--- src/design/linear_probe_hash_table_top_macros.svh ---
// ----------------------------------------------------------------------------
// Assertion macros for the linear probing hash table
// Checks are clocked on clk_i; define NO_ASSERTIONS to compile them away.
// ----------------------------------------------------------------------------
`ifndef LINEAR_PROBE_HASH_TABLE_TOP_MACROS_SVH
`define LINEAR_PROBE_HASH_TABLE_TOP_MACROS_SVH

`ifndef NO_ASSERTIONS
// Check that is switched off while reset is asserted.
`define LPHT_ASSERT(lbl, prop, msg) \
  lbl: assert property (@(posedge clk_i) disable iff (!rst_ni) prop) \
    else $error(msg);
// Check that must also hold during reset.
`define LPHT_ASSERT_ALWAYS(lbl, prop, msg) \
  lbl: assert property (@(posedge clk_i) prop) \
    else $error(msg);
`else
`define LPHT_ASSERT(lbl, prop, msg)
`define LPHT_ASSERT_ALWAYS(lbl, prop, msg)
`endif

`endif

--- src/design/lpht_pkg.sv ---
// ----------------------------------------------------------------------------
// lpht_pkg
// Shared types and constants of the linear probing hash table.
// ----------------------------------------------------------------------------
package lpht_pkg;

  // Field widths.
  localparam int unsigned KEY_W  = 31;
  localparam int unsigned CNT_W  = 11;
  localparam int unsigned TAG_W  = 2;
  localparam int unsigned SLOT_W = TAG_W + KEY_W;

  // Operation codes of an input item.
  typedef enum logic [1:0] {
    CMD_INSERT = 2'd0,
    CMD_DELETE = 2'd1,
    CMD_FIND   = 2'd2
  } cmd_e;

  // Slot tags.
  typedef enum logic [TAG_W-1:0] {
    TAG_EMPTY = 2'd0,
    TAG_LIVE  = 2'd1,
    TAG_TOMB  = 2'd2
  } tag_e;

  // Commands from the controller to the datapath.
  typedef struct packed {
    logic clr_wr;
    logic take_in;
    logic mod_step;
    logic seek_home;
    logic advance;
    logic wr_live;
    logic wr_tomb;
    logic post;
    logic fail;
  } ctl_t;

  // Status from the datapath to the controller.
  typedef struct packed {
    logic [1:0] op;
    logic       full;
    logic       walk_end;
    logic       tag_empty;
    logic       hit;
    logic       mod_done;
    logic       clr_last;
    logic       out_free;
  } sts_t;

endpackage

--- src/design/lpht_ctrl.sv ---
// ----------------------------------------------------------------------------
// lpht_ctrl
// Controller: clearing pass, item intake, home slot reduction and the
// probe walk decisions.
// ----------------------------------------------------------------------------
module lpht_ctrl import lpht_pkg::*; (
  input  logic clk_i,
  input  logic rst_ni,
  input  logic in_valid_i,
  output logic in_ready_o,
  input  sts_t sts_i,
  output ctl_t ctl_o
);

  localparam logic [1:0] ST_CLEAR = 2'd0;
  localparam logic [1:0] ST_IDLE  = 2'd1;
  localparam logic [1:0] ST_MOD   = 2'd2;
  localparam logic [1:0] ST_PROBE = 2'd3;

  logic [1:0] state_q, state_d;
  logic       done_c;
  logic       fail_c;
  logic       wr_live_c;
  logic       wr_tomb_c;
  logic       no_walk;

  // Full inserts and unknown codes finish without a walk.
  assign no_walk = ((sts_i.op == CMD_INSERT) && sts_i.full) ||
                   !(sts_i.op inside {CMD_INSERT, CMD_DELETE, CMD_FIND});

  assign in_ready_o = (state_q == ST_IDLE);

  // Next state and command decode.
  always_comb begin
    ctl_o     = '0;
    state_d   = state_q;
    done_c    = 1'b0;
    fail_c    = 1'b0;
    wr_live_c = 1'b0;
    wr_tomb_c = 1'b0;
    case (state_q)
      ST_CLEAR: begin
        ctl_o.clr_wr = 1'b1;
        if (sts_i.clr_last) begin
          state_d = ST_IDLE;
        end
      end
      ST_IDLE: begin
        if (in_valid_i) begin
          ctl_o.take_in = 1'b1;
          state_d       = ST_MOD;
        end
      end
      ST_MOD: begin
        if (no_walk) begin
          done_c = 1'b1;
          fail_c = 1'b1;
        end else if (!sts_i.mod_done) begin
          ctl_o.mod_step = 1'b1;
        end else begin
          ctl_o.seek_home = 1'b1;
          state_d         = ST_PROBE;
        end
      end
      ST_PROBE: begin
        if (sts_i.walk_end) begin
          done_c = 1'b1;
          fail_c = 1'b1;
        end else if (sts_i.op == CMD_INSERT) begin
          if (sts_i.tag_empty) begin
            done_c    = 1'b1;
            wr_live_c = 1'b1;
          end else begin
            ctl_o.advance = 1'b1;
          end
        end else if (sts_i.tag_empty) begin
          done_c = 1'b1;
          fail_c = 1'b1;
        end else if (sts_i.hit) begin
          done_c    = 1'b1;
          wr_tomb_c = (sts_i.op == CMD_DELETE);
        end else begin
          ctl_o.advance = 1'b1;
        end
      end
      default: begin
        state_d = ST_IDLE;
      end
    endcase

    // A finished item commits only once the output register can take it.
    if (done_c && sts_i.out_free) begin
      ctl_o.post    = 1'b1;
      ctl_o.fail    = fail_c;
      ctl_o.wr_live = wr_live_c;
      ctl_o.wr_tomb = wr_tomb_c;
      state_d       = ST_IDLE;
    end
  end

  // State register.
  always_ff @(posedge clk_i or negedge rst_ni) begin
    if (!rst_ni) begin
      state_q <= ST_CLEAR;
    end else begin
      state_q <= state_d;
    end
  end

endmodule

--- config.mk ---
export PLATFORM = sky130hd
export DESIGN_NAME = lpht_ctrl
export DESIGN_NICKNAME = d
export VERILOG_FILES = /design/src/design/linear_probe_hash_table_top_macros.svh /design/src/design/lpht_pkg.sv /design/src/design/lpht_ctrl.sv
export SDC_FILE = /design/constraint.sdc
export NUM_CORES = 1
export LEC_CHECK = 0
export BUFFER_PORTS_ARGS = -buffer_cell sky130_fd_sc_hd__clkbuf_2
export CAP_MARGIN = 30
export CORE_AREA = 2 2 39 41
export CTS_CLUSTER_DIAMETER = 50
export DETAILED_ROUTE_END_ITERATION = 16
export DIE_AREA = 0 0 41 43
export MAX_ROUTING_LAYER = met4
export SYNTH_ARGS = -nofsm -noshare
export SYNTH_HDL_FRONTEND = slang
export SYNTH_SLANG_ARGS = --single-unit
--- constraint.sdc ---
create_clock -name clk_i -period 1.4 [get_ports clk_i]
set_input_delay 0.07 -clock clk_i [delete_from_list [all_inputs] [get_ports clk_i]]
set_output_delay 0.07 -clock clk_i [all_outputs]
set_load 0.02 [all_outputs]
* Yosys cells after proc, flatten, opt, wreduce, memory -nomap -nowiden
Index checks and enable logic that the tools add are counted.
** Storage, ports and cells
- Flip-flop bits (word level) :: 2
- Bits in latches :: 0
- RAM bits :: 0
- Bits in read-only memories :: 0
- Bits of input ports :: 12
- Output and inout bits :: 10
- Logic and storage cells :: 57
- Memories :: 0
** Operators by class
- Add/subtract/negate cells :: 0
- $mul :: 0
- Divide/modulo/power cells :: 0
- Order comparisons :: 0
- Equality and inequality tests :: 9
- Shift-type cells :: 0
- Multiplexer cells :: 38
- Bitwise operators :: 0
- Reduce and logical (&&, ||, !) cells :: 9
** Operators with widths (number)
- two-way mux 1 bit :: 27
- two-way mux 2 bit :: 7
- inequality test 3 bit (second input constant) :: 3
- == test 2 bit (second input constant) :: 3
- one-hot mux 2 bit (3 select lines) :: 1
- AND reduction 5 bit :: 1
- == test 2 x 1 -> 1 bit (second input constant) :: 2
- logical NOT 2 bit :: 2
- two-way mux 4 bit :: 1
- one-hot mux 1 bit (2 select lines) :: 2
- nonzero test 4 bit :: 1
- inequality test 3 x 2 -> 1 bit (second input constant) :: 1
- nonzero test 3 bit :: 1
- logical AND 1 bit :: 2
- logical NOT 1 bit :: 1
- logical OR 1 bit :: 1

* Logic depth before layout (Yosys ltp)
Gate-level depths: netlist of the first run.
- Depth after elaboration :: 9
- Mapped depth :: 7
- Mapped depth without buffers :: 7

* Least setup slack after synthesis of the first run
OpenSTA, ideal clock, no wires.
- Kind :: reg2out
- Start :: reg state_q[0]
- End :: out ctl_o[3] (netlist name)
- Data arrival time :: 1.706 ns
- Data required time :: 1.330 ns
- Slack :: -0.376 ns
- Stages on the path, launching flop included :: 4
- Buffers on the path :: 0
- Path through :: dfrtp_1 ha_1 or4b_2 nor3b_1
** RTL lines
- start, declared :: RTL line lpht_ctrl.sv:20 : logic [1:0] state_q, state_d;
- start signal, assigned :: RTL line lpht_ctrl.sv:106 : state_q <= state_d;
- end, declared :: RTL line lpht_ctrl.sv:12 : output ctl_t ctl_o

==> metrics.txt, run 1 <==
# TYPE chip_impl_metric gauge
chip_impl_metric{name="ctsLongestPathBuffers",unit=""} 2
chip_impl_info{name="root_buffer",value="sky130_fd_sc_hd__clkbuf_4"} 1
chip_impl_info{name="synth_commonest_cells",value="5 x sky130_fd_sc_hd__ha_1, 4 x sky130_fd_sc_hd__inv_1, 3 x sky130_fd_sc_hd__a21oi_1, 3 x sky130_fd_sc_hd__nand2_1"} 1
chip_impl_metric{name="synth_cell_type_count",unit=""} 23
chip_impl_metric{name="crit_required",unit="ns"} 1.33
chip_impl_metric{name="clk_latency",unit="ns"} 0.22
chip_impl_metric{name="num_rows",unit=""} 14
chip_impl_metric{name="drt_iter0_drc",unit=""} 5
chip_impl_metric{name="vias_in_the_first_global_route",unit=""} 423
chip_impl_metric{name="grt_use_total",unit=""} 0.1296
chip_impl_metric{name="grt_antenna_before_repair",unit=""} 0
chip_impl_metric{name="worst_pin_slew",unit="ns"} 0.2959
chip_impl_info{name="hp-class",value="input pin to asynchronous set/reset pin"} 1
chip_impl_metric{name="comb_power_share",unit=""} 0.842
chip_impl_metric{name="slew_violations",unit=""} 0
chip_impl_info{name="startpoint_type",value="flop"} 1
chip_impl_metric{name="max_cap_viol_count",unit=""} 0
chip_impl_metric{name="postSynthNetCount",unit=""} 56
chip_impl_metric{name="timing.reg2reg.worst_path_depth",unit=""} 9
chip_impl_metric{name="final.hold.worst_slack",unit="ns"} 0.1667
chip_impl_metric{name="antenna_violating_nets_post_route",unit=""} 0
chip_impl_info{name="top_regs",value="state_q: 2 flops"} 1
chip_impl_metric{name="clk_pin_slew",unit="ns"} 0.03
chip_impl_metric{name="p_sw",unit="mW"} 0.6326
chip_impl_metric{name="grt.overflow.total",unit=""} 0
chip_impl_metric{name="final_core_utilization",unit=""} 0.6085
chip_impl_metric{name="async_set_reset_flop_share_out_of_synthesis",unit=""} 1.000
chip_impl_metric{name="largest_register_ffs",unit=""} 2
chip_impl_info{name="grt_setup_unrepaired",value="true"} 1
chip_impl_info{name="synth.largest_area_cell",value="sky130_fd_sc_hd__ha_1"} 1
chip_impl_metric{name="pin_count_of_the_biggest_net_entering_global_routing",unit=""} 6
chip_impl_info{name="clock_tree_from_tritoncts",value="built"} 1
chip_impl_info{name="setup.worst_path.end_class",value="output port"} 1
chip_impl_info{name="synth_most_common_cell",value="sky130_fd_sc_hd__ha_1"} 1
chip_impl_metric{name="vert_die_dim",unit="um"} 43
chip_impl_metric{name="seq_power_share",unit=""} 0.077
chip_impl_info{name="result_of_the_run",value="finished, violations left"} 1
chip_impl_info{name="violated_checks",value="negative setup slack"} 1
chip_impl_metric{name="antenna_cells",unit=""} 0
chip_impl_metric{name="avgViaCountPerCell",unit=""} 4.635
chip_impl_metric{name="layout_min_cycle_time",unit="ns"} 1.693
chip_impl_metric{name="fin_nets",unit=""} 99
chip_impl_metric{name="top_level_i_o_count",unit=""} 22
chip_impl_metric{name="leakagePower",unit="nW"} 0.3781
chip_impl_metric{name="clock.fmax",unit="MHz"} 590.7
chip_impl_metric{name="power.clock.fraction",unit=""} 0.081
chip_impl_metric{name="tritoncts.num_buffers",unit=""} 3
chip_impl_info{name="timing.rr.end",value="state_q[1]$_DFFE_PN0P_"} 1
chip_impl_metric{name="fin_crit_sh",unit=""} 1.209
chip_impl_metric{name="port_buffers",unit=""} 21
chip_impl_metric{name="wirelength",unit="um"} 1078
chip_impl_info{name="synthTopCellsByArea",value="sky130_fd_sc_hd__ha_1 19%, sky130_fd_sc_hd__dfrtp_1 16%, sky130_fd_sc_hd__a21oi_1 4.7%"} 1
chip_impl_metric{name="share_of_synthesized_area_occupied_by_flip_flops_and_latches",unit=""} 0.1550
chip_impl_metric{name="internal-power",unit="mW"} 0.9062
chip_impl_metric{name="vdd.ir_drop.worst",unit="mV"} 0.7820
chip_impl_metric{name="report.final.setup_viol",unit=""} 9
chip_impl_metric{name="final.setup_skew",unit="ns"} 0.004946
chip_impl_metric{name="routed-via-count",unit=""} 445
chip_impl_metric{name="fillCellCount",unit=""} 121
chip_impl_metric{name="setup_total_negative_slack",unit="ns"} -1.559
chip_impl_metric{name="switching_share",unit=""} 0.4111
chip_impl_metric{name="remaining_drc_errors",unit=""} 0
chip_impl_metric{name="worst-r2r-setup-slack",unit="ns"} -0.26
chip_impl_info{name="register_with_the_most_flip_flops",value="state_q"} 1
chip_impl_info{name="ys_dominant_reg_cell",value="sky130_fd_sc_hd__dfrtp_1"} 1
chip_impl_metric{name="initial_utilization",unit=""} 0.2333
chip_impl_metric{name="layout-drive-gt1-share",unit=""} 0.8125
chip_impl_metric{name="clock_sink_count",unit=""} 2
chip_impl_metric{name="h_tree_level_count",unit=""} 1
chip_impl_metric{name="detailedPlacementHpwl",unit="um"} 719.2
chip_impl_metric{name="yosys_warnings",unit=""} 0
chip_impl_metric{name="slew_headroom",unit=""} 0.8027
chip_impl_metric{name="layout.cells.non_filler",unit=""} 96
chip_impl_metric{name="ys_seq_elements",unit=""} 2
chip_impl_metric{name="routabilityCongestion",unit=""} 0.7490
chip_impl_metric{name="drt_pre_antenna_iters",unit=""} 2
chip_impl_metric{name="placed_area",unit="um^2"} 595.6
chip_impl_metric{name="synth_area",unit="um^2"} 322.8
chip_impl_metric{name="syn-mean-instance-area",unit="um^2"} 8.277
chip_impl_metric{name="finalHoldViolCount",unit=""} 0
chip_impl_metric{name="die-width",unit="um"} 41
chip_impl_metric{name="powerDensity",unit="nW/um^2"} 1827
chip_impl_metric{name="fp.dieArea",unit="um^2"} 1763
chip_impl_metric{name="grt_pass1_wl",unit="um"} 1518
chip_impl_metric{name="post_synth_inst_count",unit=""} 39
chip_impl_metric{name="synth_largest_type_area_fraction",unit=""} 0.1938
chip_impl_metric{name="place_inst",unit=""} 84
chip_impl_metric{name="synth_enable_flop_cells",unit=""} 0
chip_impl_info{name="timing.setup.critical_path_class",value="flop to output port"} 1
chip_impl_metric{name="critical_path_arrival",unit="ns"} 1.62
chip_impl_metric{name="flow.area_growth_from_synthesis",unit="%"} 160.9
chip_impl_info{name="r2r-start",value="state_q[1]$_DFFE_PN0P_"} 1
chip_impl_metric{name="postLayoutCellArea",unit="um^2"} 842.1
chip_impl_metric{name="floorplan.core_area",unit="um^2"} 1384
chip_impl_metric{name="drt-wirelength-per-cell",unit="um"} 11.23
chip_impl_metric{name="timing.final.ws_setup",unit="ns"} -0.2930
chip_impl_metric{name="worstPathMaxFanout",unit=""} 3
## cell families (layout without fill, tap and decap cells)
logic type,Yosys count,in the layout,share of synthesized area
flops,2,2,0.1550
buf+inv,4,45,0.04650
compound gates,9,9,0.2054
simple gates,18,18,0.3682
mux,1,1,0.03101
fa+ha+maj,5,5,0.1938
## cell usage in the layout (no fill, tap or decap), types with 2 or more instances in the layout
cell                       instances
sky130_fd_sc_hd__ha_4              3
sky130_fd_sc_hd__clkbuf_2         11
sky130_fd_sc_hd__nor3_4            2
sky130_fd_sc_hd__clkbuf_4          3
sky130_fd_sc_hd__inv_1             2
sky130_fd_sc_hd__clkbuf_8          2
sky130_fd_sc_hd__nand2_1           3
sky130_fd_sc_hd__buf_6             9
sky130_fd_sc_hd__buf_4            12
sky130_fd_sc_hd__a21oi_2           3
sky130_fd_sc_hd__buf_8             2
sky130_fd_sc_hd__and3_4            2
## power groups by stage
| stage | Clock (mW) | Sequential [mW] | Combinational, mW |
|---|---|---|---|
| final | 0.125 | 0.118 | 1.30 |
| after CTS | 0.136 | 0.114 | 1.14 |
| after floorplan | 0 | 0.131 | 0.581 |
| after detailed placement | 0 | 0.129 | 0.829 |
| after global routing | 0.137 | 0.123 | 1.39 |
| after global placement | 0 | 0.129 | 0.825 |
## what timing repair did
action,in CTS,in global routing
hold buffers,1,0
setup buffers,6,3
resized for setup,25,21
setup endpoints to repair,9,12
hold endpoints to repair,2,0
pin swaps,6,2
## layout make-up
| cell class | instances | area (um^2) | area share |
|---|---|---|---|
| Sequential cell | 2 | 51.30 | 0.06092 |
| Clock buffer | 3 | 22.52 | 0.02675 |
| Multi-Input combinational cell | 33 | 406.6 | 0.4829 |
| Inverter | 4 | 22.52 | 0.02675 |
| Tap cell | 16 | 20.02 | 0.02377 |
| Timing Repair Buffer | 38 | 319.1 | 0.3789 |
## how the worst max path moves through the flow
| stage | from | endpoint | cells past startpoint |
|---|---|---|---|
| 2_1_floorplan | state_q[0]$_DFFE_PN0P_ | state_q[1]$_DFFE_PN0P_ | 6 |
| 3_3_place_gp | state_q[0]$_DFFE_PN0P_ | state_q[0]$_DFFE_PN0P_ | 7 |
| 3_5_place_dp | state_q[0]$_DFFE_PN0P_ | state_q[0]$_DFFE_PN0P_ | 7 |
| 4_1_cts | state_q[0]$_DFFE_PN0P_ | ctl_o[3] | 4 |
| 5_1_grt | state_q[0]$_DFFE_PN0P_ | ctl_o[3] | 4 |
| 6_report | state_q[0]$_DFFE_PN0P_ | ctl_o[3] | 4 |
## metal layers
layer / GRT usage / routed length, um / vias up
li1: - / - / 224
met5: - / 0 / -
met4: 0.06000 / 0 / 0
met2: 0.2375 / 612 / 14
met1: 0.1125 / 414 / 207
met3: 0.03141 / 51 / 0
## worst max-delay path, cell delays in order (launching register included)
cell                       delay (ns)
sky130_fd_sc_hd__dfrtp_2         0.37
sky130_fd_sc_hd__ha_2            0.17
sky130_fd_sc_hd__or4b_4          0.50
sky130_fd_sc_hd__nor3b_4         0.19
sky130_fd_sc_hd__clkbuf_8        0.17
## through the flow
| step | power [mW] | setup slack [ns] |
|---|---|---|
| finish | 1.539 | -0.2930 |
| CTS | 1.385 | -0.2984 |
| global placement | 0.9540 | -0.2155 |
| global route | 1.656 | -0.3654 |
| floorplan | 0.7121 | -0.1266 |
| detailed placement | 0.9577 | -0.2172 |
Power figures use the tool's default switching activity.
==> inputs of run 2 (changes only) <==
--- a/config.mk
+++ b/config.mk
@@ -12,6 +12,7 @@
 export DETAILED_ROUTE_END_ITERATION = 16
 export DIE_AREA = 0 0 41 43
 export MAX_ROUTING_LAYER = met4
+export REMOVE_ABC_BUFFERS = 1
 export SYNTH_ARGS = -nofsm -noshare
 export SYNTH_HDL_FRONTEND = slang
 export SYNTH_SLANG_ARGS = --single-unit
==> run 2 against run 1 <==
- the run still ends with negative setup slack left
- final cell count shrank 5.2%
- wire length shrank 11%
- design area shrank 18%
- hold slack gained 0.0090 ns
- power shrank 16%
- worst setup slack gained 0.034 ns
==> metrics.txt, run 2 (synthesis results as in run 1) <==
# TYPE chip_impl_metric gauge
chip_impl_info{name="result_of_the_run",value="finished, violations left"} 1
chip_impl_info{name="violated_checks",value="negative setup slack"} 1
chip_impl_metric{name="crit_required",unit="ns"} 1.33
chip_impl_info{name="startpoint_type",value="flop"} 1
chip_impl_metric{name="final_core_utilization",unit=""} 0.4982
chip_impl_metric{name="final.setup_skew",unit="ns"} 0.00003807
chip_impl_metric{name="grt_use_total",unit=""} 0.1173
chip_impl_info{name="cpLargestDelayFamily",value="simple AND/OR/NAND/NOR gates"} 1
chip_impl_metric{name="worst_pin_slew",unit="ns"} 0.2688
chip_impl_metric{name="clk_latency",unit="ns"} 0.22
chip_impl_metric{name="critical-path-max-stage-delay",unit="ns"} 0.47
chip_impl_metric{name="final.hold.worst_slack",unit="ns"} 0.1757
chip_impl_metric{name="layout-drive-gt1-share",unit=""} 0.7200
chip_impl_metric{name="largest_register_ffs",unit=""} 2
chip_impl_info{name="most_common_cell_after_layout_fill_and_taps_aside",value="sky130_fd_sc_hd__clkbuf_2"} 1
chip_impl_metric{name="worstPathMaxFanout",unit=""} 3
chip_impl_metric{name="total_power",unit="mW"} 1.299
chip_impl_metric{name="ff_latch_area",unit="um^2"} 50.05
chip_impl_metric{name="finalHoldViolCount",unit=""} 0
chip_impl_metric{name="post-place-ws",unit="ns"} -0.2650
chip_impl_metric{name="h_tree_level_count",unit=""} 1
chip_impl_metric{name="vias_in_the_first_global_route",unit=""} 372
chip_impl_metric{name="clk_pin_slew",unit="ns"} 0.03
chip_impl_metric{name="grt_antenna_before_repair",unit=""} 0
chip_impl_metric{name="slew_violations",unit=""} 0
chip_impl_metric{name="wirelength",unit="um"} 964
chip_impl_metric{name="tritoncts.num_buffers",unit=""} 3
chip_impl_metric{name="slew_headroom",unit=""} 0.8193
chip_impl_metric{name="drt-wirelength-per-cell",unit="um"} 10.59
chip_impl_metric{name="antenna_cells",unit=""} 0
chip_impl_metric{name="remaining_drc_errors",unit=""} 0
chip_impl_metric{name="antenna_violating_nets_post_route",unit=""} 0
chip_impl_metric{name="ctsLongestPathBuffers",unit=""} 2
chip_impl_info{name="timing.setup.critical_path_class",value="flop to output port"} 1
chip_impl_metric{name="vdd.ir_drop.worst",unit="mV"} 0.8256
chip_impl_metric{name="clock.fmax",unit="MHz"} 602.7
chip_impl_info{name="crit_path_cell_trace",value="ha_1 > or4b_4 > nor3b_2 > buf_4"} 1
chip_impl_metric{name="layout.cells.non_filler",unit=""} 91
chip_impl_metric{name="leakagePower",unit="nW"} 0.3312
chip_impl_info{name="register_with_the_most_flip_flops",value="state_q"} 1
chip_impl_info{name="root_buffer",value="sky130_fd_sc_hd__clkbuf_4"} 1
chip_impl_metric{name="vert_die_dim",unit="um"} 43
chip_impl_info{name="grt_setup_unrepaired",value="true"} 1
chip_impl_info{name="r2r-start",value="state_q[0]$_DFFE_PN0P_"} 1
chip_impl_metric{name="cp_num_buf_inv",unit=""} 1
chip_impl_metric{name="fin_crit_sh",unit=""} 1.185
chip_impl_metric{name="fillCellCount",unit=""} 132
chip_impl_info{name="hp-class",value="input pin to asynchronous set/reset pin"} 1
chip_impl_metric{name="placed_area",unit="um^2"} 500.5
chip_impl_metric{name="grt_pass1_wl",unit="um"} 1400
chip_impl_metric{name="clock_sink_count",unit=""} 2
chip_impl_metric{name="worst-r2r-setup-slack",unit="ns"} -0.24
chip_impl_metric{name="num_rows",unit=""} 14
chip_impl_info{name="layout_common_cells",value="14 x sky130_fd_sc_hd__clkbuf_2, 13 x sky130_fd_sc_hd__buf_4, 5 x sky130_fd_sc_hd__clkbuf_4"} 1
chip_impl_metric{name="die-width",unit="um"} 41
chip_impl_info{name="timing.critical_path.from",value="state_q[0]$_DFFE_PN0P_"} 1
chip_impl_metric{name="routabilityCongestion",unit=""} 0.7772
chip_impl_metric{name="top_level_i_o_count",unit=""} 22
chip_impl_metric{name="fp.dieArea",unit="um^2"} 1763
chip_impl_metric{name="powerDensity",unit="nW/um^2"} 1884
chip_impl_metric{name="floorplan.core_area",unit="um^2"} 1384
chip_impl_metric{name="max_cap_viol_count",unit=""} 0
chip_impl_metric{name="report.final.setup_viol",unit=""} 8
chip_impl_metric{name="port_buffers",unit=""} 21
chip_impl_info{name="top_regs",value="state_q: 2 flops"} 1
chip_impl_metric{name="flow.area_growth_from_synthesis",unit="%"} 113.6
chip_impl_metric{name="drt_pre_antenna_iters",unit=""} 2
chip_impl_info{name="slowest_stage",value="sky130_fd_sc_hd__or4b_4"} 1
chip_impl_metric{name="critical_path_arrival",unit="ns"} 1.59
chip_impl_metric{name="timing.final.ws_setup",unit="ns"} -0.2591
chip_impl_metric{name="setup_total_negative_slack",unit="ns"} -1.421
chip_impl_metric{name="pin_count_of_the_biggest_net_entering_global_routing",unit=""} 7
chip_impl_metric{name="postLayoutCellArea",unit="um^2"} 689.4
chip_impl_metric{name="detailedPlacementHpwl",unit="um"} 644.9
chip_impl_metric{name="layout_min_cycle_time",unit="ns"} 1.659
chip_impl_info{name="setup.worst_path.end_class",value="output port"} 1
chip_impl_metric{name="place_inst",unit=""} 83
chip_impl_metric{name="fin_nets",unit=""} 94
chip_impl_metric{name="multi_input_area",unit="um^2"} 350.3
chip_impl_metric{name="grt.overflow.total",unit=""} 0
chip_impl_metric{name="avgViaCountPerCell",unit=""} 4.549
chip_impl_metric{name="initial_utilization",unit=""} 0.2333
chip_impl_metric{name="routed-via-count",unit=""} 414
chip_impl_metric{name="drt_iter0_drc",unit=""} 4
chip_impl_info{name="clock_tree_from_tritoncts",value="built"} 1
## run 2: final timing paths
kind                            depth (start not counted)                      to
worst min register to register                          2  state_q[0]$_DFFE_PN0P_
worst max register to register                          7  state_q[0]$_DFFE_PN0P_
min in group clk_i                                      5  state_q[1]$_DFFE_PN0P_
max in group asynchronous                               2  state_q[0]$_DFFE_PN0P_
worst max-delay path                                    4                ctl_o[3]
worst min-delay path                                    2  state_q[1]$_DFFE_PN0P_
## run 2: final cells by class
class	instances	share of cell area
clock buffer	3	0.03267
inverter	4	0.02178
multi-input combinational	33	0.5082
sequential	2	0.07260
tap	16	0.02904
timing repair buffer	33	0.3358
## run 2: per-layer routing
metal  track usage  vias up  share of wire
li1              -      213              -
met1        0.1222      195           0.32
met2        0.2000        6           0.65
met3       0.01571        0          0.021
met4       0.06000        0              0
met5             -        -              0
## run 2: repair_timing
item,CTS,global route
setup buffers,2,2
endpoints found under the hold margin,2,0
setup endpoints to repair,10,10
resized for setup,16,14
pin swaps,3,5
hold buffers,1,0
## run 2: power by group
part | switching (mW) | internal (mW) | total [mW]
logic | 0.491 | 0.567 | 1.06
clock network | 0.0307 | 0.0944 | 0.125
registers | 0.0258 | 0.0907 | 0.116
